===== config.mk =====
export PLATFORM = sky130hd
export DESIGN_NAME = dpb_fifo
export DESIGN_NICKNAME = d
export VERILOG_FILES = /design/src/rtl/core/dpb_pkg.sv /design/src/rtl/core/dpb_fifo.sv
export SDC_FILE = /design/constraint.sdc
export NUM_CORES = 1
export LEC_CHECK = 0
export BUFFER_PORTS_ARGS = -buffer_cell sky130_fd_sc_hd__buf_4
export CORE_UTILIZATION = 54
export CTS_BUF_LIST = sky130_fd_sc_hd__clkbuf_4 sky130_fd_sc_hd__clkbuf_8
export CTS_CLUSTER_SIZE = 24
export DETAILED_ROUTE_END_ITERATION = 6
export PLACE_DENSITY = 0.82
export SLEW_MARGIN = 5
export SYNTH_ARGS = -nofsm -noshare
export SYNTH_HDL_FRONTEND = slang
export SYNTH_SLANG_ARGS = --single-unit

===== constraint.sdc =====
create_clock -name aclk -period 2.25 [get_ports aclk]
set_input_delay 0.225 -clock aclk [delete_from_list [all_inputs] [get_ports aclk]]
set_output_delay 0.225 -clock aclk [all_outputs]
set_load 0.05 [all_outputs]

===== src/rtl/core/dpb_pkg.sv =====
`default_nettype none
package dpb_pkg;

    // Table geometry: budgets 0..MAX_CAP, one stored column per loaded item.
    localparam int MAX_CAP   = 1023;
    localparam int MAX_ITEMS = 32;
    localparam int CAP_W     = 10;
    localparam int IDX_W     = 5;
    localparam int CNT_W     = 6;
    localparam int ADDR_W    = IDX_W + CAP_W;

    // One queued item as classified by the front end.
    typedef struct packed {
        logic [CAP_W-1:0] dur;
        logic             last;
        logic             store;
        logic [CNT_W-1:0] cnt;
        logic             ovf;
    } item_t;

    // One result beat.
    typedef struct packed {
        logic [IDX_W-1:0] index;
        logic [CAP_W-1:0] dur;
        logic             chosen;
        logic [CAP_W-1:0] best;
        logic             ovf;
        logic             last;
    } res_t;

endpackage
`default_nettype wire


===== src/rtl/core/dpb_fifo.sv =====
`default_nettype none
module dpb_fifo import dpb_pkg::*; (
    input  wire logic  aclk,
    input  wire logic  aresetn,
    input  wire logic  wr_valid,
    output logic       wr_ready,
    input  item_t      wr_item,
    output logic       rd_valid,
    input  wire logic  rd_ready,
    output item_t      rd_item
);

    // Two-entry queue between front and back.
    item_t      mem [0:1];
    logic       wp_reg, wp_next;
    logic       rp_reg, rp_next;
    logic [1:0] fill_reg, fill_next;
    logic       do_wr, do_rd;

    assign wr_ready = (fill_reg != 2'd2);
    assign rd_valid = (fill_reg != 2'd0);
    assign rd_item  = mem[rp_reg];
    assign do_wr    = wr_valid && wr_ready;
    assign do_rd    = rd_valid && rd_ready;

    always_comb begin
        wp_next   = do_wr ? ~wp_reg : wp_reg;
        rp_next   = do_rd ? ~rp_reg : rp_reg;
        fill_next = fill_reg + {1'b0, do_wr} - {1'b0, do_rd};
    end

    always_ff @(posedge aclk) begin
        if (do_wr) begin
            mem[wp_reg] <= wr_item;
        end
    end

    always_ff @(posedge aclk) begin
        if (!aresetn) begin
            wp_reg   <= 1'b0;
            rp_reg   <= 1'b0;
            fill_reg <= 2'd0;
        end else begin
            wp_reg   <= wp_next;
            rp_reg   <= rp_next;
            fill_reg <= fill_next;
        end
    end

endmodule
`default_nettype wire


==> Yosys cells after proc, flatten, opt, wreduce, memory -nomap -nowiden <==
Memories as Yosys holds them, arrays and structs flattened. A register that Yosys moved wholly into a read port is not among the register bits.
Index checks and enable logic that the tools add are counted.
{ "word_totals": {"register_bits": 4, "ram_bits": 38, "in_bits": 23, "out_inout_bits": 21, "n_memories": 1} }
{ "mem_list": {"columns": ["memory", "depth", "word_bits", "read_ports", "rd_clocked_by_memory_dff", "wr", "line_no", "text"], "rows": [
  ["mem", 2, 19, 1, 1, 1, "dpb_fifo.sv:14", "item_t mem [0:1];"]
]} }
{ "classes": {"n_addsub": 2, "n_eq_ne": 1, "n_mux": 4, "bitwise_logic": 2, "reduce_logical": 3} }
{ "op_table": {"columns": ["cell", "n"], "rows": [
  ["two-way mux 1 bit", 4],
  ["adder 2 x 1 -> 2 bit", 1],
  ["logical AND 1 bit", 2],
  ["inequality test 2 bit, second input constant", 1],
  ["inverter 1 bit", 2],
  ["nonzero test 2 bit", 1],
  ["subtractor 2 x 1 -> 2 bit", 1]
]} }

==> Longest topological paths before layout <==
Gate-level depths: netlist of the first run.
{ "logic_depth": {"depth_word": 4, "mapped_depth": 8} }

==> Worst setup path before layout of the first run <==
No wires, ideal clock.
{ "synth_timing": {"path_kind": "register to register", "start": "register fill_reg[0]", "end": "memory mem[0][0] (netlist name) (enable)", "t_arrival_ns": 1.848, "path_slack_ns": 0.007, "stages_incl_launch_ff": 4, "path_buffers": 0, "synth_period_minus_slack_ns": 2.243, "path_cell_list": "dfxtp_1 nand2b_1 nand2_1 nor2_1"} }
{ "synth_via": {"elab_chain_len": 4} }
{ "synth_lines": {"columns": ["item", "line_no", "text"], "rows": [
  ["from (decl)", "dpb_fifo.sv:17", "logic [1:0] fill_reg, fill_next;"],
  ["from (signal assigned)", "dpb_fifo.sv:46", "fill_reg <= fill_next;"],
  ["inequality test 2 bit", "dpb_fifo.sv:20", "assign wr_ready = (fill_reg != 2'd2);"],
  ["via wr_ready", "dpb_fifo.sv:6", "output logic wr_ready,"],
  ["logical AND 1 bit", "dpb_fifo.sv:23", "assign do_wr = wr_valid && wr_ready;"],
  ["two-way mux 1 bit", "dpb_fifo.sv:33", "if (do_wr) begin"],
  ["two-way mux 1 bit (not written as such)", "dpb_fifo.sv:34", "mem[wp_reg] <= wr_item;"],
  ["to (decl)", "dpb_fifo.sv:14", null]
]} }
The timed path passes the listed nets, and every way through them passes these cells.

==> Final worst setup path of the first run <==
{ "layout_timing": {"start": "register fill_reg[0]", "end": "register fill_reg[1]"} }
{ "layout_via": {"elab_chain_len": 4} }
{ "layout_lines": {"columns": ["item", "line_no", "text"], "rows": [
  ["inequality test 2 bit", "dpb_fifo.sv:20", null],
  ["logical AND 1 bit", "dpb_fifo.sv:23", null],
  ["adder 2 x 1 -> 2 bit", "dpb_fifo.sv:29", "fill_next = fill_reg + {1'b0, do_wr} - {1'b0, do_rd};"],
  ["subtractor 2 x 1 -> 2 bit *", "dpb_fifo.sv:29", null]
]} }
Every way passes the cells marked *; elsewhere a longest branch is shown, timed or not.
A chain may end at the register's enable or synchronous reset.

==> results of run 1 <==
[power breakdown]
group          leakage (µW)  internal (µW)  switching [µW]
combinational      0.000399            407             666
sequential         0.000396           1010            45.6
clock             0.0000361            146             228
total              0.000831           1560             940
[placed cells by master, fill, tap and decap left out]
master,Yosys,final
xnor2_1,3,3
or2_2,1,1
edfxtp_1,38,38
o21a_2,1,1
clkinv_2,0,1
nor2b_1,2,2
mux2_4,10,10
ha_1,2,2
dfxtp_1,5,5
inv_1,1,1
nand2b_1,2,2
nand2_1,2,2
mux2_2,9,9
clkbuf_4,0,7
and3_1,1,1
buf_4,0,47
and2_1,2,2
nor2_2,0,1
mux2i_1,1,1
[path summary, 6_finish.rpt]
kind | start | depth (start not counted) | end
setup / recovery | fill_reg[0] | 8 | fill_reg[1]
hold / removal | wr_item[16] | 1 | mem[1][16]
setup reg to reg | fill_reg[0] | 8 | fill_reg[1]
hold reg to reg | wp_reg | 2 | wp_reg
[cell families (layout without fill, tap and decap cells)]
kind of cell	Yosys count	after routing
XOR/XNOR	3	3
AND/OR/NAND/NOR	11	11
buffers and inverters	3	56
multiplexers	20	20
flip-flops	43	43
adder cells (fa/ha/maj)	2	2
AO/OA/AOI/OAI	1	1
[metal layers]
layer | share of wire | up-vias | routed length (µm) | global-route usage
met3 | 0.075 | 6 | 198 | 0.0884
met5 | 0 | - | 0 | 0
met2 | 0.51 | 34 | 1350 | 0.297
li1 | - | 414 | - | -
met4 | 0.021 | 0 | 56 | 0.0836
met1 | 0.39 | 415 | 1020 | 0.199
[worst max-delay path, stage by stage (launching register included)]
cell and delay, ns:
dfxtp_1 0.39, nand2b_1 0.18, nand2_1 0.14, ha_1 0.31
inv_1 0.04, ha_1 0.17, xnor2_1 0.13, xnor2_1 0.13
and2_1 0.15
[per-stage QoR]
step / std cells / power, µW / utilization / area (µm²)
final: 167 / 2500 / 0.735 / 2080
after global routing: 167 / 2610 / 0.735 / 2080
after CTS: 167 / 2530 / 0.735 / 2080
after detailed placement: 159 / 2150 / 0.715 / 2020
after global placement: 159 / 2120 / 0.715 / 2020
after floorplan: 83 / 1890 / - / 1660
[layout make-up]
class                   instances  share of cell area
flip-flops and latches         43               0.597
inverters                       1             0.00181
clock inverters                 1             0.00241
repair buffers                 47               0.170
well taps                      31              0.0187
multi-input cells              37               0.185
clock buffers                   7              0.0253
==> run_results.csv, run 1 <==
group,metric,value,unit
outcome,status,"finished, violations left",
outcome,violations,"design-rule violations",
critical_path,reg2reg_slack,0.52,ns
critical_path,worstPathArrival,1.99,ns
synthesis,synth_xor_area_frac,0.0158,
synthesis,synth_top_area_frac,0.688,
synthesis,netlist-cell-type-count,18,
critical_path,path_class,"reg -> reg",
synthesis,synth_warnings,0,
power_and_ir_drop,vdd_ir_drop_max,0.000730,V
die,chipHeight,57.4,µm
synthesis,synth_compound_area_frac,0.00528,
clock_tree,path_clk_slew,0.12,ns
clock_tree,holdBufCountCts,0,
routing,wl_per_cell,15.7,µm
global_routing,antenna_found_initial,0,
die,die_x,57.4,µm
synthesis,syn_area_per_cell,20.0,µm²
synthesis,synth.cells.most_frequent,"edfxtp_1, mux2_4, mux2_2",
clock_tree,cts_setup_buffers,0,
synthesis,synthSimpleGateAreaFrac,0.0370,
critical_path,cp_max_fo,4,
min_path,hold_class,"in -> reg",
global_routing,grt_max_degree,20,
synthesis,synth.most_common_cell,"edfxtp_1",
synthesis,synthAdderAreaFrac,0.0151,
timing,period_minus_slack,1.73,ns
routing,vias_per_cell,5.20,
routing,totalWireLength,2.63,mm
synthesis,netlist_instances,83,
clock_tree,clockRootBuffer,"clkbuf_4",
die,fp.coreArea,2830,µm²
synthesis,yosys-mux-area-fraction,0.158,
synthesis,synth_fp_nets,108,
timing,max_slew.worst_pin.slew,0.269,ns
critical_path,required,2.51,ns
layout,diodes,0,
global_routing,grtUsageTotal,0.182,
place,port_buffers,43,
layout,fillers,188,
critical_path,start_kind,"flop",
routing,firstDrtPassIters,5,
synthesis,ys_seq_area_frac,0.748,
timing,final.period_utilization,0.768,
clock_tree,clockBufferDepth,2,
place,dp_hpwl,1.83,mm
global_routing,grt_overflow,0,
power_and_ir_drop,pwr_density_cell,1200,nW/µm²
die,ios,44,
place,gp_congestion,0.623,
clock_tree,cts_tree,"yes",
clock_tree,cts_max_level,2,
timing,max_clock_freq,579,MHz
layout,nNetsFinal,160,
die,dieArea,3300,µm²
timing,slew_headroom,0.821,
timing,finalSetupViolCount,0,
timing,final_hold_viol_count,0,
synthesis,netlist_top_cells_area,"edfxtp_1, mux2_4, mux2_2",
layout,area_growth_syn_to_layout,25.3,%
die,rows,19,
layout,largest_register_ffs,38,
timing,tns,0,ns
global_routing,grt_pass1_vias,878,
timing,rsz0062_at_grt,"false",
clock_tree,post_cts_resized,0,
synthesis,synthArstFlopShare,0,
run,maxCapViolations,0,
routing,drc,3,
layout,seqCellArea,1240,µm²
routing,drt_iter0_markers,32,
timing,finClkSkew,0.00857,ns
place,dp_slack,0.517,ns
layout,drive_gt1_frac,0.566,
global_routing,grt_pass1_wl,4.12,mm
critical_path,endpoint_kind,"flop",
synthesis,synth_top_family_by_area,"multiplexers",
die,start_util,0.586,
synthesis,ys.flop_type,"edfxtp_1",
synthesis,ys_ff_latch,43,
layout,multi_input_area,385,µm²
timing,setup_slack,0.522,ns
timing,holdWs,0.0510,ns
routing,ant_nets,0,
clock_tree,cts_buffers,5,
synthesis,synth-edff-count,38,
synthesis,synth_top_area_cell,"edfxtp_1",
synthesis,synth_area,1660,µm²
routing,vias,869,
power_and_ir_drop,power.leakage,0.000831,µW
clock_tree,cts_sinks,43,
clock_tree,insertion_delay,0.35,ns
timing,slew_viol_final,0,
Power figures use the tool's default switching activity.
==> inputs of run 2 (changes only) <==
--- a/config.mk
+++ b/config.mk
@@ -6,11 +6,11 @@
 export NUM_CORES = 1
 export LEC_CHECK = 0
 export BUFFER_PORTS_ARGS = -buffer_cell sky130_fd_sc_hd__buf_4
-export CORE_UTILIZATION = 54
+export CORE_UTILIZATION = 48
 export CTS_BUF_LIST = sky130_fd_sc_hd__clkbuf_4 sky130_fd_sc_hd__clkbuf_8
 export CTS_CLUSTER_SIZE = 24
 export DETAILED_ROUTE_END_ITERATION = 6
-export PLACE_DENSITY = 0.82
+export PLACE_DENSITY = 0.77
 export SLEW_MARGIN = 5
 export SYNTH_ARGS = -nofsm -noshare
 export SYNTH_HDL_FRONTEND = slang
==> constraint.sdc (replaced) <==
create_clock -name aclk -period 1.5 [get_ports aclk]
set_input_delay 0.15 -clock aclk [delete_from_list [all_inputs] [get_ports aclk]]
set_output_delay 0.15 -clock aclk [all_outputs]
set_load 0.05 [all_outputs]
==> run_results.csv, run 2 (same netlist as run 1, synthesis figures left out) <==
group,metric,value,unit
routing,vias,954,
layout,largest_register_ffs,38,
power_and_ir_drop,power.share.sequential,0.357,
layout,instances_no_fill,205,
routing,ant_nets,0,
layout,multi_input_area,477,µm²
critical_path,start_kind,"flop",
critical_path,timing.rr.end,"fill_reg[1]",
clock_tree,clockBufferDepth,2,
clock_tree,cts_buffers,5,
layout,seqCellArea,1250,µm²
layout,final_util,0.822,
timing,slew_viol_final,0,
global_routing,grt_max_degree,13,
power_and_ir_drop,power.leakage,0.00103,µW
critical_path,reg2reg_slack,0,ns
place,place_inst,176,
global_routing,grt_overflow,0,
run,maxCapViolations,0,
power_and_ir_drop,p_clk_frac,0.156,
die,die_x,60.8,µm
routing,vias_per_cell,4.65,
global_routing,use_met1,0.220,
die,fp.coreArea,3150,µm²
layout,mostFrequentLayoutCell,"edfxtp_1",
timing,max_slew.worst_pin.slew,0.194,ns
critical_path,worstPathArrival,1.36,ns
die,dieArea,3700,µm²
timing,period_minus_slack,1.51,ns
timing,rsz0062_at_grt,"true",
routing,wl_per_cell,14.8,µm
global_routing,grt_pass1_vias,989,
clock_tree,path_clk_slew,0.11,ns
routing,drc,0,
place,port_buffers,43,
critical_path,cp_slowest_cell,"dfxtp_4",
global_routing,gr-max-usage-layer,"met2",
timing,finalSetupViolCount,9,
global_routing,met2_usage,0.328,
outcome,violations,"negative setup slack",
global_routing,grtUsageTotal,0.192,
critical_path,cp_max_fo,8,
layout,area_growth_syn_to_layout,56.3,%
routing,drt_iter0_markers,16,
layout,fillers,171,
critical_path,cp_cell_sequence,"buf_12 > mux2_4 > buf_8",
timing,final_hold_viol_count,0,
critical_path,crit_end,"rd_item[2]",
timing,holdWs,0.0534,ns
timing,final.period_utilization,1.01,
place,gp_congestion,0.648,
min_path,hold_class,"in -> reg",
place,dp_hpwl,1.77,mm
min_path,hp-start,"aresetn",
critical_path,required,1.35,ns
critical_path,r2r-start,"fill_reg[1]",
critical_path,endpoint_kind,"primary output",
timing,max_clock_freq,660,MHz
timing,finClkSkew,0.0108,ns
critical_path,slowest_delay,0.40,ns
die,ios,44,
critical_path,path_class,"reg -> out",
die,rows,20,
global_routing,grt_pass1_wl,4.65,mm
layout,nNetsFinal,186,
clock_tree,cts_tree,"yes",
clock_tree,cts_sinks,43,
layout,diodes,0,
power_and_ir_drop,pwr_density_cell,1740,nW/µm²
clock_tree,clockRootBuffer,"clkbuf_4",
power_and_ir_drop,p_int,2930,µW
clock_tree,cts_max_level,2,
power_and_ir_drop,p_sw,1570,µW
global_routing,met3_usage,0.0490,
layout,drive_gt1_frac,0.578,
routing,totalWireLength,3.04,mm
clock_tree,insertion_delay,0.35,ns
power_and_ir_drop,p_comb_frac,0.487,
power_and_ir_drop,power,4510,µW
critical_path,r2r_cells,7,
routing,firstDrtPassIters,4,
power_and_ir_drop,vdd_ir_drop_max,0.00141,V
power_and_ir_drop,swShare,0.349,
die,chipHeight,60.8,µm
die,start_util,0.526,
layout,final_cell_mix,"edfxtp_1, buf_4, mux2_4, dlygate4sd3_1",
outcome,status,"finished, violations left",
timing,setup_slack,-0.0145,ns
global_routing,antenna_found_initial,0,
timing,slew_headroom,0.870,
run 2: cell count changes in the layout (fill, tap and decap cells not counted), sizes merged:
cell	before	now
buf	47	54
clkinv	1	0
bufinv	0	1
clkbuf	7	6
dlygate4sd3	0	19
run 2: metal layers:
metal  wire (µm)  part of all wire
met1        1220              0.40
met2        1610              0.53
met4          63             0.021
met5           0                 0
met3         144             0.047
run 2: cell type report:
| cell class | count | area share |
|---|---|---|
| tap | 44 | 0.0212 |
| timing repair buffer | 73 | 0.282 |
| clock inverter | 1 | 0.0116 |
| clock buffer | 6 | 0.0174 |
| inverter | 1 | 0.00145 |
| multi-input combinational | 37 | 0.184 |
| sequential | 43 | 0.482 |
run 2: repair_timing:
item / in CTS / in global routing
gates resized for setup: 49 / 4
buffers inserted: 2 / 0
gates cloned: 1 / 0
pin swaps: 4 / 0
hold buffers: 19 / 0
hold endpoints to repair: 38 / 0
setup endpoints to repair: 21 / 21
run 2: how the worst min path moves through the flow:
stage | to | cells past startpoint | slack, ns
6_report | fill_reg[1] | 2 | 0.05
5_1_grt | fill_reg[1] | 2 | 0.05
4_1_cts | fill_reg[1] | 2 | 0.04
3_5_place_dp | mem[0][15] | 1 | 0.34
3_3_place_gp | mem[0][0] | 1 | 0.33
2_1_floorplan | mem[0][0] | 0 | 0.25
run 2: power groups by stage:
stage	logic, µW	registers (µW)	clock network [µW]
floorplan	1310	1600	0
global placement	1710	1590	0
detailed placement	1740	1600	0
CTS	2140	1610	713
global route	2300	1630	765
finish	2190	1610	704
run 2: worst max-delay path: cells and delay by family, from the launching register on:
family   cells  cell delay [ns]
flops        1             0.40
mux          1             0.32
buf+inv      2             0.29
run 2: metrics by stage:
stage	TNS, ns	setup slack [ns]	area (µm²)
after floorplan	-1.26	-0.0750	1700
after global placement	0	0.00469	2110
after detailed placement	-0.0465	-0.0465	2110
after CTS	-0.222	-0.0296	2580
after global routing	-0.729	-0.0829	2590
final	-0.0517	-0.0145	2590
==> inputs of run 3 (changes only) <==
--- a/config.mk
+++ b/config.mk
@@ -15,3 +15,4 @@
 export SYNTH_ARGS = -nofsm -noshare
 export SYNTH_HDL_FRONTEND = slang
 export SYNTH_SLANG_ARGS = --single-unit
+export TNS_END_PERCENT = 10
==> run_results.csv, run 3 (same netlist as run 1, synthesis figures left out) <==
group,metric,value,unit
die,dieArea,3700,µm²
die,die_x,60.8,µm
global_routing,grt_pass1_vias,1064,
routing,vias_per_cell,4.83,
critical_path,cp_num_buf_inv,1,
min_path,holdPathStages,2,
min_path,hold_class,"in -> reg",
routing,totalWireLength,3.14,mm
die,fp.coreArea,3150,µm²
layout,nNetsFinal,187,
clock_tree,insertion_delay,0.35,ns
power_and_ir_drop,vdd_ir_drop_max,0.000956,V
place,port_buffers,43,
critical_path,endpoint_kind,"flop",
power_and_ir_drop,p_int,2740,µW
power_and_ir_drop,p_comb_frac,0.501,
clock_tree,cts_max_level,2,
power_and_ir_drop,pwr_density_cell,1680,nW/µm²
critical_path,path_class,"reg -> reg",
timing,final.period_utilization,1.02,
global_routing,antenna_found_initial,0,
timing,slew_viol_final,0,
die,rows,20,
global_routing,grt_overflow,0,
timing,max_clock_freq,655,MHz
global_routing,grt_pass1_wl,4.71,mm
timing,period_minus_slack,1.53,ns
die,ios,44,
critical_path,required,1.75,ns
routing,ant_nets,0,
place,dp_hpwl,1.84,mm
routing,wl_per_cell,15.1,µm
timing,max_slew.worst_pin.slew,0.194,ns
timing,setup_slack,-0.0267,ns
critical_path,reg2reg_slack,-0.03,ns
routing,firstDrtPassIters,2,
clock_tree,cts_sinks,43,
clock_tree,cts_tree,"yes",
layout,largest_register_ffs,38,
global_routing,grtUsageTotal,0.191,
layout,drive_gt1_frac,0.577,
critical_path,timing.rr.end,"fill_reg[1]",
timing,finalSetupViolCount,6,
layout,final_util,0.815,
routing,drt_iter0_markers,8,
global_routing,grt_max_degree,14,
critical_path,cp_slowest_cell,"dfxtp_2",
timing,finClkSkew,0.00949,ns
critical_path,start_kind,"flop",
place,placed_area,2110,µm²
outcome,status,"finished, violations left",
clock_tree,clockBufferDepth,2,
place,place_inst,176,
power_and_ir_drop,p_clk_frac,0.126,
timing,tns,-0.0694,ns
timing,final_hold_viol_count,0,
clock_tree,path_clk_slew,0.12,ns
min_path,hp-start,"aresetn",
critical_path,critical_path.top_delay_family,"adder cells",
critical_path,cp_max_fo,3,
power_and_ir_drop,p_sw,1580,µW
critical_path,worstPathArrival,1.77,ns
clock_tree,cts_buffers,5,
place,dp_slack,-0.0520,ns
power_and_ir_drop,power.leakage,0.00103,µW
die,start_util,0.526,
power_and_ir_drop,power.share.sequential,0.373,
routing,vias,1000,
run,maxCapViolations,0,
timing,rsz0062_at_grt,"true",
layout,diodes,0,
layout,mostFrequentLayoutCell,"edfxtp_1",
min_path,min_to,"fill_reg[0]",
layout,instances_no_fill,207,
timing,slew_headroom,0.870,
layout,area_growth_syn_to_layout,54.8,%
critical_path,r2r_cells,8,
outcome,violations,"negative setup slack",
die,chipHeight,60.8,µm
layout,final_cell_mix,"edfxtp_1, buf_4, mux2_4, dlygate4sd3_1, buf_6",
layout,final_area,2570,µm²
critical_path,r2r-start,"fill_reg[0]",
clock_tree,clockRootBuffer,"clkbuf_4",
place,gp_congestion,0.604,
power_and_ir_drop,swShare,0.366,
critical_path,cp_cell_sequence,"nand2b_4 > nand2_4 > ha_4 > inv_2 > ha_4 > xnor2_2 > xnor2_1 > and2_1",
critical_path,cp_common_cell,"ha_4",
critical_path,slowest_delay,0.37,ns
routing,drc,0,
run 3: worst max-delay path by stage:
| stage | from | cells past startpoint | end | slack (ns) |
|---|---|---|---|---|
| 2_1_floorplan | fill_reg[0] | 8 | fill_reg[1] | -0.08 |
| 3_3_place_gp | fill_reg[1] | 7 | fill_reg[1] | 0.003 |
| 3_5_place_dp | fill_reg[1] | 7 | fill_reg[1] | -0.05 |
| 4_1_cts | flop | 3 | rd_item[3] | -0.03 |
| 5_1_grt | fill_reg[0] | 8 | fill_reg[1] | -0.1 |
| 6_report | fill_reg[0] | 8 | fill_reg[1] | -0.03 |
run 3: layer usage:
layer  share of wire  GRT usage  vias up
met5               0          0        -
met4           0.020     0.0909        0
met3           0.044     0.0682        9
met2            0.57      0.353       31
met1            0.37      0.190      492
li1                -          -      468
run 3: stage by stage:
step	power [µW]	hold slack [ns]
after floorplan	2900	0.249
after global placement	3310	0.335
after detailed placement	3340	0.338
after CTS	4270	0.0386
after global routing	4510	0.0484
final	4320	0.0575
run 3: area by class of cell:
cell class	instances	area, µm²
multi-input combinational	37	473
clock inverter	2	12.5
sequential	43	1250
tap	44	55.1
clock buffer	6	45.0
timing repair buffer	74	732
inverter	1	3.75
fill	189	584
run 3: what timing repair did:
| action | 4_1_cts | 5_1_grt |
|---|---|---|
| hold endpoints to repair | 38 | 0 |
| setup endpoints to repair | 21 | 21 |
| setup buffers | 1 | 2 |
| pin swaps | 1 | 5 |
| gates cloned | 1 | 0 |
| gates resized for setup | 47 | 2 |
| hold buffers | 19 | 0 |
run 3: power by group through the flow:
stage / logic, µW / registers, µW / clock network [µW]
after global routing: 2270 / 1630 / 608
final: 2160 / 1610 / 546
after detailed placement: 1740 / 1610 / 0
after CTS: 2100 / 1600 / 564
after floorplan: 1300 / 1600 / 0
after global placement: 1710 / 1590 / 0
