## src/rtl/core/dpb_pkg.sv

```systemverilog
`default_nettype none
package dpb_pkg;

    // Table geometry: budgets 0..MAX_CAP, one stored column per loaded item.
    localparam int MAX_CAP   = 1023;
    localparam int MAX_ITEMS = 32;
    localparam int CAP_W     = 10;
    localparam int IDX_W     = 5;
    localparam int CNT_W     = 6;
    localparam int ADDR_W    = IDX_W + CAP_W;

    // One queued item as classified by the front end.
    typedef struct packed {
        logic [CAP_W-1:0] dur;
        logic             last;
        logic             store;
        logic [CNT_W-1:0] cnt;
        logic             ovf;
    } item_t;

    // One result beat.
    typedef struct packed {
        logic [IDX_W-1:0] index;
        logic [CAP_W-1:0] dur;
        logic             chosen;
        logic [CAP_W-1:0] best;
        logic             ovf;
        logic             last;
    } res_t;

endpackage
`default_nettype wire

```

## src/rtl/core/dpb_front.sv

```systemverilog
`default_nettype none
module dpb_front import dpb_pkg::*; (
    input  wire logic             aclk,
    input  wire logic             aresetn,
    input  wire logic             in_valid,
    output logic                  in_ready,
    input  wire logic [CAP_W-1:0] in_dur,
    input  wire logic             in_last,
    output logic                  push_valid,
    input  wire logic             push_ready,
    output item_t                 push_item
);

    logic [CNT_W-1:0] cnt_reg, cnt_next;
    logic             ovf_reg, ovf_next;
    logic             store;
    logic [CNT_W-1:0] cnt_after;

    // Classify: keep the item while the table has a free column.
    assign store     = (cnt_reg < CNT_W'(MAX_ITEMS));
    assign cnt_after = store ? cnt_reg + CNT_W'(1) : cnt_reg;

    assign in_ready   = push_ready;
    assign push_valid = in_valid;

    always_comb begin
        push_item.dur   = in_dur;
        push_item.last  = in_last;
        push_item.store = store;
        push_item.cnt   = cnt_after;
        push_item.ovf   = ovf_reg | ~store;
    end

    // Set bookkeeping restarts after the last beat of a set.
    always_comb begin
        cnt_next = cnt_reg;
        ovf_next = ovf_reg;
        if (in_valid && push_ready) begin
            if (in_last) begin
                cnt_next = '0;
                ovf_next = 1'b0;
            end else begin
                cnt_next = cnt_after;
                ovf_next = ovf_reg | ~store;
            end
        end
    end

    always_ff @(posedge aclk) begin
        if (!aresetn) begin
            cnt_reg <= '0;
            ovf_reg <= 1'b0;
        end else begin
            cnt_reg <= cnt_next;
            ovf_reg <= ovf_next;
        end
    end

endmodule
`default_nettype wire

```

## config.mk

```make
export PLATFORM = sky130hd
export DESIGN_NAME = dpb_front
export DESIGN_NICKNAME = d
export VERILOG_FILES = /design/src/rtl/core/dpb_pkg.sv /design/src/rtl/core/dpb_front.sv
export SDC_FILE = /design/constraint.sdc
export NUM_CORES = 1
export LEC_CHECK = 0
export BUFFER_PORTS_ARGS = -buffer_cell sky130_fd_sc_hd__buf_2
export CAP_MARGIN = 20
export CORE_AREA = 5 5 42 44
export CTS_CLUSTER_SIZE = 16
export DETAILED_ROUTE_END_ITERATION = 10
export DIE_AREA = 0 0 47 49
export GPL_TIMING_DRIVEN = 0
export PLACE_DENSITY_LB_ADDON = 0.08
export SETUP_SLACK_MARGIN = 0.3
export SKIP_CTS_REPAIR_TIMING = 1
export SYNTH_ARGS = -nofsm -noshare
export SYNTH_HDL_FRONTEND = slang
export SYNTH_SLANG_ARGS = --single-unit
```

## constraint.sdc

```tcl
create_clock -name aclk -period 2.2 [get_ports aclk]
set_input_delay 0.11 -clock aclk [delete_from_list [all_inputs] [get_ports aclk]]
set_output_delay 0.11 -clock aclk [all_outputs]
set_load 0.01 [all_outputs]
```

* Yosys cells after proc, flatten, opt, wreduce, memory -nomap -nowiden
Index checks and enable logic that the tools add are counted.
Widths: inputs -> output; s select.
** Cells by class
- Add/sub/neg operators :: 1
- Order comparisons :: 1
- Muxes and demuxes :: 3
- Bitwise gates (word level) :: 2
- Reductions and logical operators :: 1
** Operator list (count)
- $mux 6 :: 2
- $add 6x1->6 const B :: 1
- $lt 6x6->1 const B :: 1
- $logic_and 1x1->1 :: 1
- $mux 1 :: 1
- $not 1->1 :: 1
- $or 1x1->1 :: 1
** Storage, ports and cells
- Bits in registers :: 7
- Output and inout bits :: 21
- Word-level logic and storage cells :: 10

* Logic depth before layout (Yosys ltp)
Gate-level depths: netlist (run 1).
- Depth after elaboration :: 4
- Gate-level depth with buffers :: 4
- Gate-level depth less buffers :: 4

* Least setup slack after synthesis (run 1)
OpenSTA, ideal clock, no wires.
- Path type :: reg2reg
- Start point :: reg cnt_reg[0]
- End point :: reg cnt_reg[4]
- Setup time :: 0.074 ns
- Arrival :: 1.318 ns
- Slack :: 0.808 ns
- Stages on the path, launching flop included :: 5
- Buffers on the path :: 0
- Period minus slack after synthesis :: 1.392 ns
- Cells stage by stage :: dfxtp_1 -> ha_1 -> nand4b_1 -> or4_1 -> a31oi_1
** Between the ends
- Word-level cells in the longest chain between the ends :: 3
- Elaborated cells between the ends (all ways) :: 4
- Classes of those cells :: 1 x add/sub; 1 x order compare; 2 x mux
** RTL lines
- start, declared :: line dpb_front.sv:14 : logic [CNT_W-1:0] cnt_reg, cnt_next;
- start signal, assigned :: line dpb_front.sv:54 : cnt_reg <= cnt_next;
- $add 6x1->6 or $lt 6x6->1 (tied branches) :: line dpb_front.sv:21, dpb_front.sv:20
- $mux 6 (*) :: line dpb_front.sv:21 : assign cnt_after = store ? cnt_reg + CNT_W'(1) : cnt_reg;
- $mux 6 (*) :: line dpb_front.sv:39 : if (in_last) begin
Every way passes the cells marked *; elsewhere a longest branch is shown, timed or not.
A chain may end at the register's enable or synchronous reset.

* Final worst setup path (run 1)
Ends and elaborated chain as after synthesis.

==> results of run 1 <==
[layout make-up]
type | count | area [um2]
Buffer | 16 | 120.1
Clock buffer | 4 | 26.28
Fill cell | 155 | 718.2
Inverter | 2 | 7.507
Multi-Input combinational cell | 36 | 244.0
Sequential cell | 7 | 140.1
Tap cell | 16 | 20.02
Timing Repair Buffer | 25 | 125.1
[logic make-up (layout without fill, tap and decap cells)]
family                     Yosys count  in the layout  share of synthesized area
and+or+nand+nor                     22             22                     0.2690
buffers and inverters               18             47                     0.2494
AOI/OAI and AO/OA                    8              8                    0.09290
DFF                                  7              7                     0.2738
xor gates and xnor gates             4              4                    0.06845
adders and majority gates            1              1                    0.02445
muxes                                1              1                    0.02200
[routing by layer]
metal  vias up  track usage
met5         -            0
met4         0      0.08295
met3         4      0.02214
met2        27       0.1448
met1       212       0.1429
li1        258            -
[through the flow]
| stage | util | worst slack, ns |
|---|---|---|
| floorplan | - | 0.8081 |
| global placement | 0.4688 | 0.6814 |
| detailed placement | 0.4688 | 0.6875 |
| CTS | 0.4875 | 0.6716 |
| global route | 0.4875 | 0.6079 |
| finish | 0.4875 | 0.6770 |
[power groups by stage]
stage	Combinational, uW	Sequential (uW)	Clock [uW]
finish	56.7	129	118
global route	62.7	129	130
CTS	57.9	129	123
detailed placement	57.6	132	0
floorplan	35.1	132	0
global placement	57.2	132	0
[synthesized netlist by cell type]
| cell type | count |
|---|---|
| sky130_fd_sc_hd__a32o_1 | 1 |
| sky130_fd_sc_hd__or4_1 | 2 |
| sky130_fd_sc_hd__buf_6 | 1 |
| sky130_fd_sc_hd__o21ai_0 | 1 |
| sky130_fd_sc_hd__clkbuf_1 | 1 |
| sky130_fd_sc_hd__or3b_2 | 1 |
| sky130_fd_sc_hd__buf_4 | 14 |
| sky130_fd_sc_hd__nand2_1 | 7 |
| sky130_fd_sc_hd__ha_1 | 1 |
| sky130_fd_sc_hd__nand4b_1 | 2 |
| sky130_fd_sc_hd__nor3_1 | 1 |
| sky130_fd_sc_hd__a31oi_1 | 2 |
| sky130_fd_sc_hd__mux2_2 | 1 |
| sky130_fd_sc_hd__or3b_1 | 2 |
| sky130_fd_sc_hd__inv_1 | 2 |
| sky130_fd_sc_hd__dfxtp_1 | 7 |
| sky130_fd_sc_hd__nand2b_1 | 1 |
| sky130_fd_sc_hd__and4b_1 | 1 |
| sky130_fd_sc_hd__or2_2 | 1 |
| sky130_fd_sc_hd__a21oi_1 | 4 |
| sky130_fd_sc_hd__nand3b_1 | 2 |
| sky130_fd_sc_hd__nand3_1 | 2 |
| sky130_fd_sc_hd__xnor2_1 | 4 |
[how the worst max path moves through the flow]
stage / startpoint / endpoint / slack [ns] / cells after the start
after floorplan: cnt_reg[0]$_SDFFE_PN0P_ / cnt_reg[4]$_SDFFE_PN0P_ / 0.81 / 4
after global placement: cnt_reg[0]$_SDFFE_PN0P_ / cnt_reg[4]$_SDFFE_PN0P_ / 0.68 / 4
after detailed placement: cnt_reg[0]$_SDFFE_PN0P_ / cnt_reg[4]$_SDFFE_PN0P_ / 0.69 / 4
after CTS: cnt_reg[0]$_SDFFE_PN0P_ / cnt_reg[4]$_SDFFE_PN0P_ / 0.67 / 4
after global routing: cnt_reg[0]$_SDFFE_PN0P_ / cnt_reg[4]$_SDFFE_PN0P_ / 0.61 / 4
final: cnt_reg[0]$_SDFFE_PN0P_ / cnt_reg[4]$_SDFFE_PN0P_ / 0.68 / 4
[critical path, delay by kind of cell, from the launching register on]
family / cells / cell delay [ns]
AO/OA/AOI/OAI: 1 / 0.16
adder cells (fa/ha/maj): 1 / 0.20
flip-flops: 1 / 0.41
AND/OR/NAND/NOR: 2 / 0.68
==> impl_metrics.py, run 1 <==
metrics = {
    "run_status": {
        "status": "complete, no violations",
    },
    "layout": {
        "layout_commonest_cell": "sky130_fd_sc_hd__buf_2",
        "insertedDiodeCount": 0,
        "layoutNonFillerInstCount": 106,
        "syn2layout_area_growth_pct": 33.50,
        "finish.instance_area_um2": 683.2,
        "post_route_cells_drive_above_1_share": 0.5111,
        "mostFrequentLayoutCells": "25 x sky130_fd_sc_hd__buf_2, 14 x sky130_fd_sc_hd__buf_4, 7 x sky130_fd_sc_hd__nand2_1, 7 x sky130_fd_sc_hd__dfxtp_1",
        "num-nets-final": 107,
        "largest_reg_flops": 6,
    },
    "clocking": {
        "cts_tree": "done",
        "insertion_delay_to_the_later_sink_of_the_worst_skew_pair_ns": 0.25,
        "cts_htree_levels": 1,
        "cts_root_buffer": "sky130_fd_sc_hd__clkbuf_4",
        "cts.path.max_buffers": 2,
        "tritoncts_buffer_count": 3,
        "clkSlewWorstSetupHoldPaths_ns": 0.05,
        "cts.sink_count": 7,
    },
    "synth": {
        "synthDominantCellAreaShare": 0.2738,
        "synth_fp_nets": 77,
        "yosys.area.top_type": "sky130_fd_sc_hd__dfxtp_1",
        "yosysUniqueCellTypes": 23,
        "synth_sequential_area_ratio": 0.2738,
        "netlist_instances": 61,
        "synthesis.area_per_instance_um2": 8.389,
        "netlist_top_cells_area": "sky130_fd_sc_hd__dfxtp_1 27%, sky130_fd_sc_hd__buf_4 21%, sky130_fd_sc_hd__xnor2_1 6.8%, sky130_fd_sc_hd__nand2_1 5.1%, sky130_fd_sc_hd__a21oi_1 3.9%",
        "synth_seq_cells": 7,
        "yosys_warnings": 0,
        "synth.cell_area_um2": 511.7,
    },
    "timing": {
        "slew-limit-headroom": 0.7462,
        "finalSetupViolCount": 0,
        "timing.final.hold_violations": 0,
        "final.hold.worst_slack_ns": 0.1335,
        "fmaxAchievable_mhz": 656.6,
        "fin_tns_setup_ns": 0,
        "skew_ns": 0.003212,
        "rsz_0062_raised_after_global_routing": "no",
        "timing.final.max_slew_violations": 0,
        "period_needed_ns": 1.523,
        "worst_slew_pin_slew_ns": 0.3807,
        "min_period_over_period": 0.6923,
    },
    "worst_setup_path": {
        "cp.arrival_ns": 1.70,
        "critical_path.cell_chain": "ha_1 -> nand4b_1 -> or4_1 -> a31oi_1",
        "worst_r2r_startpoint": "cnt_reg[0]$_SDFFE_PN0P_",
        "crit_path_max_delay_cell_type": "sky130_fd_sc_hd__or4_1",
        "critical_path_peak_fanout": 5,
        "start_kind": "flop",
        "path_class": "reg2reg",
        "ff2ff_path_depth": 4,
        "cp.required_ns": 2.38,
        "reg2reg_to": "cnt_reg[4]$_SDFFE_PN0P_",
        "worst-r2r-setup-slack_ns": 0.68,
        "worstSetupEndpointType": "flop",
        "cp_slowest_stage_delay_ns": 0.50,
    },
    "grt": {
        "residual_overflow_from_global_routing": 0,
        "grt_pass1_wl_um": 1821,
        "grtUsageTotal": 0.1077,
        "first_global_vias": 449,
        "grt_max_degree": 11,
        "number_of_antenna_violations_at_the_first_check_in_global_routing": 0,
    },
    "detailed_routing": {
        "highest-signal-layer": "met4",
        "vias_after_detailed_routing": 501,
        "drtPass1Iterations": 2,
        "route.layer.met1.wl_um": 526,
        "vias_per_cell": 4.726,
        "antenna_violating_nets_post_route": 0,
        "dr.first_iter.drc_count": 1,
        "met2_wirelength_um": 467,
        "wl_per_cell_um": 10.92,
        "drcViolationCount": 0,
        "met3_wirelength_um": 136,
        "detail_route.wirelength_um": 1157,
    },
    "power_and_ir_drop": {
        "pwr-share-comb": 0.186,
        "share_seq_of_total_power": 0.425,
        "pwr-share-clk": 0.388,
        "static-leakage-power_uw": 0.0003203,
        "overall_power_of_the_completed_layout_uw": 304.1,
        "internal_power_uw": 228.3,
        "cellPowerDensity_nw_per_um2": 445.2,
        "max-vdd-ir-drop_mv": 0.2184,
        "p_sw_frac": 0.2495,
        "total_switching_power_uw": 75.88,
    },
    "die": {
        "num_rows": 14,
        "die_x_extent_um": 47,
        "io_pins": 36,
        "die-height_um": 49,
        "floorplan.initialDensity": 0.3652,
        "core-area_um2": 1401,
        "die-area_um2": 2303,
    },
    "placed_design": {
        "place.detailed.hpwl_um": 942,
        "port_buffers": 25,
        "gp_congestion": 0.6811,
        "post-place-cells": 102,
        "post_dp_cell_area_um2": 656.9,
    },
    "worst_hold_path": {
        "worst_hold_path.num_cells": 2,
        "holdCritStartpoint": "aresetn",
        "min_to": "cnt_reg[2]$_SDFFE_PN0P_",
        "hold_class": "in2reg",
    },
    "job": {
        "drv_cap": 0,
    },
}
Power figures use the tool's default switching activity.
==> run 2, diff against run 1 <==
--- a/config.mk
+++ b/config.mk
@@ -7,10 +7,10 @@
 export LEC_CHECK = 0
 export BUFFER_PORTS_ARGS = -buffer_cell sky130_fd_sc_hd__buf_2
 export CAP_MARGIN = 20
-export CORE_AREA = 5 5 42 44
+export CORE_MARGIN = 5
+export CORE_UTILIZATION = 35
 export CTS_CLUSTER_SIZE = 16
 export DETAILED_ROUTE_END_ITERATION = 10
-export DIE_AREA = 0 0 47 49
 export GPL_TIMING_DRIVEN = 0
 export PLACE_DENSITY_LB_ADDON = 0.08
 export SETUP_SLACK_MARGIN = 0.3
==> constraint.sdc (replaced) <==
create_clock -name aclk -period 1.4 [get_ports aclk]
set_input_delay 0.07 -clock aclk [delete_from_list [all_inputs] [get_ports aclk]]
set_output_delay 0.07 -clock aclk [all_outputs]
set_load 0.01 [all_outputs]
==> run 2 against run 1 <==
  * Total power grew 61%
  * Clock power grew 62%
  * Non-clock buffer count grew 4
  * Cell count grew 2.8%
  * First-iteration DRC count grew to 5.0 times the previous value
  * Die area grew 1.0%
  * Register-to-register slack lost 0.62 ns
  * Design area grew 13%
  * Largest cell class unchanged
  * Largest power group unchanged
==> impl_metrics.py, run 2 (synthesized netlist as in run 1, its figures left out) <==
metrics = {
    "run_status": {
        "status": "complete, no violations",
    },
    "timing": {
        "worst_slew_pin_slew_ns": 0.3829,
        "timing.final.hold_violations": 0,
        "final.hold.worst_slack_ns": 0.08966,
        "fmaxAchievable_mhz": 734.5,
        "min_period_over_period": 0.9725,
        "timing.final.max_slew_violations": 0,
        "rsz_0062_raised_after_global_routing": "yes",
        "skew_ns": 0.003694,
        "finalSetupViolCount": 0,
        "slew-limit-headroom": 0.7447,
        "period_needed_ns": 1.362,
    },
    "clocking": {
        "cts_tree": "done",
        "clkSlewWorstSetupHoldPaths_ns": 0.06,
        "cts_htree_levels": 1,
        "cts_root_buffer": "sky130_fd_sc_hd__clkbuf_4",
        "cts.path.max_buffers": 2,
        "cts.sink_count": 7,
        "insertion_delay_to_the_later_sink_of_the_worst_skew_pair_ns": 0.26,
        "tritoncts_buffer_count": 3,
    },
    "die": {
        "core-area_um2": 1334,
        "io_pins": 36,
        "num_rows": 13,
        "floorplan.initialDensity": 0.3837,
        "die_x_extent_um": 48.24,
        "die-height_um": 48.24,
        "die-area_um2": 2327,
    },
    "worst_setup_path": {
        "crit_path_max_delay_cell_type": "sky130_fd_sc_hd__dfxtp_1",
        "critical_path_peak_fanout": 8,
        "cp.arrival_ns": 1.29,
        "ff2ff_path_depth": 4,
        "worst_r2r_startpoint": "cnt_reg[0]$_SDFFE_PN0P_",
        "cp_slowest_stage_delay_ns": 0.31,
        "cp_num_cells": 5,
        "start_kind": "flop",
        "worstSetupEndpointType": "output pin",
        "critical_path.cell_chain": "buf_6 -> nand4b_1 -> buf_4 -> xnor2_2 -> buf_2",
        "worst-r2r-setup-slack_ns": 0.06,
        "reg2reg_to": "cnt_reg[4]$_SDFFE_PN0P_",
        "cp.required_ns": 1.33,
        "cp_num_buf_inv": 3,
        "crit_family": "buffers and inverters",
        "path_class": "reg2out",
    },
    "layout": {
        "finish.utilization": 0.5797,
        "layout_commonest_cell": "sky130_fd_sc_hd__buf_2",
        "post_route_cells_drive_above_1_share": 0.6170,
        "syn2layout_area_growth_pct": 51.10,
        "layoutNonFillerInstCount": 109,
        "mostFrequentLayoutCells": "23 x sky130_fd_sc_hd__buf_2, 18 x sky130_fd_sc_hd__buf_4, 7 x sky130_fd_sc_hd__nand2_1",
        "largest_reg_flops": 6,
        "insertedDiodeCount": 0,
        "num-nets-final": 111,
        "final.fill_count": 133,
    },
    "placed_design": {
        "post-place-cells": 101,
        "port_buffers": 25,
        "gp_congestion": 0.6908,
    },
    "worst_hold_path": {
        "worst_hold_path.num_cells": 2,
        "holdCritStartpoint": "aresetn",
        "hold_class": "in2reg",
        "min_to": "cnt_reg[2]$_SDFFE_PN0P_",
    },
    "grt": {
        "grt_max_degree": 11,
        "residual_overflow_from_global_routing": 0,
        "grt_pass1_wl_um": 2083,
        "number_of_antenna_violations_at_the_first_check_in_global_routing": 0,
        "first_global_vias": 471,
        "grtUsageTotal": 0.1273,
    },
    "power_and_ir_drop": {
        "cellPowerDensity_nw_per_um2": 631.8,
        "max-vdd-ir-drop_mv": 0.5484,
        "static-leakage-power_uw": 0.0003504,
    },
    "detailed_routing": {
        "antenna_violating_nets_post_route": 0,
        "vias_after_detailed_routing": 501,
        "drtPass1Iterations": 4,
        "drcViolationCount": 0,
        "dr.first_iter.drc_count": 5,
        "vias_per_cell": 4.596,
        "wl_per_cell_um": 11.96,
        "detail_route.wirelength_um": 1304,
    },
    "job": {
        "drv_cap": 0,
    },
}
==> run 2: worst max path at each step <==
stage | from | endpoint | slack, ns
4_1_cts | cnt_reg[5]$_SDFFE_PN0P_ | cnt_reg[4]$_SDFFE_PN0P_ | -0.03
2_1_floorplan | cnt_reg[1]$_SDFFE_PN0P_ | cnt_reg[4]$_SDFFE_PN0P_ | 0.08
5_1_grt | cnt_reg[5]$_SDFFE_PN0P_ | push_item[4] | -0.02
3_5_place_dp | cnt_reg[1]$_SDFFE_PN0P_ | cnt_reg[4]$_SDFFE_PN0P_ | -0.01
6_report | cnt_reg[5]$_SDFFE_PN0P_ | push_item[4] | 0.04
3_3_place_gp | cnt_reg[1]$_SDFFE_PN0P_ | cnt_reg[4]$_SDFFE_PN0P_ | 0.004
==> run 2: metal layers <==
metal | part of all wire | global-route usage | routed length, um
met3 | 0.11 | 0.05904 | 140
met1 | 0.41 | 0.1520 | 540
met2 | 0.47 | 0.2135 | 614
met5 | 0 | 0 | 0
met4 | 0.0061 | 0.01613 | 8
==> run 2: metrics by stage <==
step           worst slack, ns  power, uW   TNS, ns  cell area, um2
6_report               0.03846      488.6         0           773.2
3_3_place_gp          0.004123      295.8         0           680.7
3_5_place_dp          -0.01469      297.5  -0.01553           680.7
4_1_cts               -0.03194      492.9  -0.04868           706.9
2_1_floorplan          0.07980      260.5         0           536.8
5_1_grt               -0.01717      519.5  -0.02727           773.2
==> run 2: area by class of cell <==
cell class / instances / area (um2) / area share
Buffer: 16 / 120.1 / 0.1553
Timing Repair Buffer: 29 / 167.7 / 0.2168
Sequential cell: 7 / 148.9 / 0.1926
Clock buffer: 4 / 26.28 / 0.03398
Inverter: 2 / 7.507 / 0.009709
Multi-Input combinational cell: 36 / 284.0 / 0.3673
Tap cell: 15 / 18.77 / 0.02427
==> run 2: report_power, final <==
group          switching, uW  internal, uW
Sequential              2.85           198
Clock                   81.5           109
Combinational           43.5          53.3
Total                    128           361
==> run 2: worst register-to-register path: stages, from the launching register on <==
cell and delay (ns):
sky130_fd_sc_hd__dfxtp_4 0.37, sky130_fd_sc_hd__ha_4 0.13, sky130_fd_sc_hd__nand4b_1 0.16, sky130_fd_sc_hd__or4_1 0.44
sky130_fd_sc_hd__a31oi_1 0.17
==> run 3, diff against run 2 <==
--- a/config.mk
+++ b/config.mk
@@ -7,8 +7,10 @@
 export LEC_CHECK = 0
 export BUFFER_PORTS_ARGS = -buffer_cell sky130_fd_sc_hd__buf_2
 export CAP_MARGIN = 20
+export CELL_PAD_IN_SITES_DETAIL_PLACEMENT = 1
+export CELL_PAD_IN_SITES_GLOBAL_PLACEMENT = 1
 export CORE_MARGIN = 5
-export CORE_UTILIZATION = 35
+export CORE_UTILIZATION = 24
 export CTS_CLUSTER_SIZE = 16
 export DETAILED_ROUTE_END_ITERATION = 10
 export GPL_TIMING_DRIVEN = 0
==> run 3 against run 2 <==
  * Global-route usage fell by 3.0 points
  * Register-to-register slack about the same
  * Clock skew hardly changed
  * Flip-flop and latch count did not move
  * Critical endpoint is now cnt_reg[0]$_SDFFE_PN0P_
  * Highest routed layer is now met3
  * Largest power group unchanged
  * Maximum frequency grew 2.7%
  * Sequential share of layout area fell by 0.88 points
==> impl_metrics.py, run 3 (synthesized netlist as in run 1, its figures left out) <==
metrics = {
    "clocking": {
        "cts_tree": "done",
        "insertion_delay_to_the_later_sink_of_the_worst_skew_pair_ns": 0.26,
        "cts.path.max_buffers": 2,
        "cts_root_buffer": "sky130_fd_sc_hd__clkbuf_4",
        "clkSlewWorstSetupHoldPaths_ns": 0.06,
        "cts_htree_levels": 1,
        "tritoncts_buffer_count": 3,
        "cts.sink_count": 7,
    },
    "die": {
        "core-area_um2": 2002,
        "io_pins": 36,
        "num_rows": 16,
        "die_x_extent_um": 56.18,
        "floorplan.initialDensity": 0.2556,
        "die-area_um2": 3156,
        "die-height_um": 56.18,
    },
    "worst_hold_path": {
        "min_to": "cnt_reg[2]$_SDFFE_PN0P_",
        "hold_class": "in2reg",
        "worst_hold_path.num_cells": 2,
        "holdCritStartpoint": "aresetn",
    },
    "timing": {
        "finalSetupViolCount": 0,
        "slew-limit-headroom": 0.7135,
        "timing.final.hold_violations": 0,
        "period_needed_ns": 1.325,
        "worst_slew_pin_slew_ns": 0.4298,
        "timing.final.max_slew_violations": 0,
        "fmaxAchievable_mhz": 754.6,
        "skew_ns": 0.003670,
        "rsz_0062_raised_after_global_routing": "yes",
        "min_period_over_period": 0.9466,
        "fin_tns_setup_ns": 0,
    },
    "detailed_routing": {
        "met3_wirelength_um": 203,
        "wl_per_cell_um": 12.66,
        "highest-signal-layer": "met3",
        "dr.first_iter.drc_count": 1,
        "vias_after_detailed_routing": 564,
        "route.layer.met1.wl_um": 610,
        "detail_route.wirelength_um": 1545,
        "antenna_violating_nets_post_route": 0,
        "drcViolationCount": 0,
        "vias_per_cell": 4.623,
        "met2_wirelength_um": 731,
        "drtPass1Iterations": 4,
    },
    "placed_design": {
        "place.detailed.hpwl_um": 1115,
        "port_buffers": 25,
        "gp_congestion": 0.6897,
        "post-place-cells": 113,
    },
    "job": {
        "drv_cap": 0,
    },
    "grt": {
        "grtUsageTotal": 0.09691,
        "residual_overflow_from_global_routing": 0,
        "number_of_antenna_violations_at_the_first_check_in_global_routing": 0,
        "grt_max_degree": 11,
        "grt_pass1_wl_um": 2373,
        "first_global_vias": 531,
    },
    "worst_setup_path": {
        "path_class": "reg2reg",
        "worst-r2r-setup-slack_ns": 0.07,
        "critical_path.cell_chain": "buf_6 -> buf_4 -> xnor2_2 -> or3b_4 -> a21oi_2",
        "ff2ff_path_depth": 5,
        "cp_slowest_stage_delay_ns": 0.40,
        "crit_family": "simple AND/OR/NAND/NOR gates",
        "cp.required_ns": 1.58,
        "cp_num_buf_inv": 2,
        "crit_path_max_delay_cell_type": "sky130_fd_sc_hd__or3b_4",
        "reg2reg_to": "cnt_reg[0]$_SDFFE_PN0P_",
        "worst_r2r_startpoint": "cnt_reg[5]$_SDFFE_PN0P_",
        "worstSetupEndpointType": "flop",
        "start_kind": "flop",
        "cp.arrival_ns": 1.51,
        "critical_path_peak_fanout": 7,
    },
    "layout": {
        "post_route_cells_drive_above_1_share": 0.6632,
        "syn2layout_area_growth_pct": 59.66,
        "layoutNonFillerInstCount": 122,
        "num-nets-final": 112,
        "mostFrequentLayoutCells": "21 x sky130_fd_sc_hd__buf_2, 18 x sky130_fd_sc_hd__buf_4, 7 x sky130_fd_sc_hd__nand2_1",
        "finish.utilization": 0.4081,
        "insertedDiodeCount": 0,
        "layout_commonest_cell": "sky130_fd_sc_hd__buf_2",
        "largest_reg_flops": 6,
    },
    "power_and_ir_drop": {
        "cellPowerDensity_nw_per_um2": 609.8,
        "overall_power_of_the_completed_layout_uw": 498.3,
        "max-vdd-ir-drop_mv": 0.4735,
        "static-leakage-power_uw": 0.0003591,
    },
    "run_status": {
        "status": "complete, no violations",
    },
}
[run 3: report_power, final]
part | internal [uW] | switching (uW) | leakage (uW)
clock network | 109 | 81.6 | 0.0000150
registers | 198 | 2.82 | 0.0000591
logic | 59.1 | 47.2 | 0.000285
total | 367 | 132 | 0.000359
[run 3: area by class of cell]
class,count,area [um2]
multi-input combinational,36,287.8
fill,260,1185
buffer,16,120.1
clock buffer,4,26.28
timing repair buffer,30,191.4
sequential,7,150.1
inverter,2,7.507
tap,27,33.78
[run 3: metrics by stage]
step / setup WS (ns) / hold slack, ns / area, um2
2_1_floorplan: 0.07980 / 0.2318 / 536.8
3_3_place_gp: -0.007879 / 0.3268 / 695.7
3_5_place_dp: -0.01184 / 0.3269 / 695.7
4_1_cts: -0.03273 / 0.08802 / 721.9
5_1_grt: -0.006700 / 0.09093 / 817.0
6_report: 0.07483 / 0.1010 / 817.0
[run 3: metal layers]
metal / track usage / vias up
met1: 0.1146 / 260
met4: 0.02034 / 0
li1: - / 270
met3: 0.06961 / 0
met5: 0 / -
met2: 0.1419 / 34
[run 3: how the worst max path moves through the flow]
stage / startpoint / endpoint / slack [ns] / cells after the start
finish: cnt_reg[5]$_SDFFE_PN0P_ / cnt_reg[0]$_SDFFE_PN0P_ / 0.07 / 5
global route: cnt_reg[0]$_SDFFE_PN0P_ / cnt_reg[4]$_SDFFE_PN0P_ / -0.007 / 4
CTS: cnt_reg[5]$_SDFFE_PN0P_ / cnt_reg[4]$_SDFFE_PN0P_ / -0.03 / 4
detailed placement: cnt_reg[1]$_SDFFE_PN0P_ / cnt_reg[4]$_SDFFE_PN0P_ / -0.01 / 4
global placement: cnt_reg[1]$_SDFFE_PN0P_ / cnt_reg[4]$_SDFFE_PN0P_ / -0.008 / 4
floorplan: cnt_reg[1]$_SDFFE_PN0P_ / cnt_reg[4]$_SDFFE_PN0P_ / 0.08 / 4
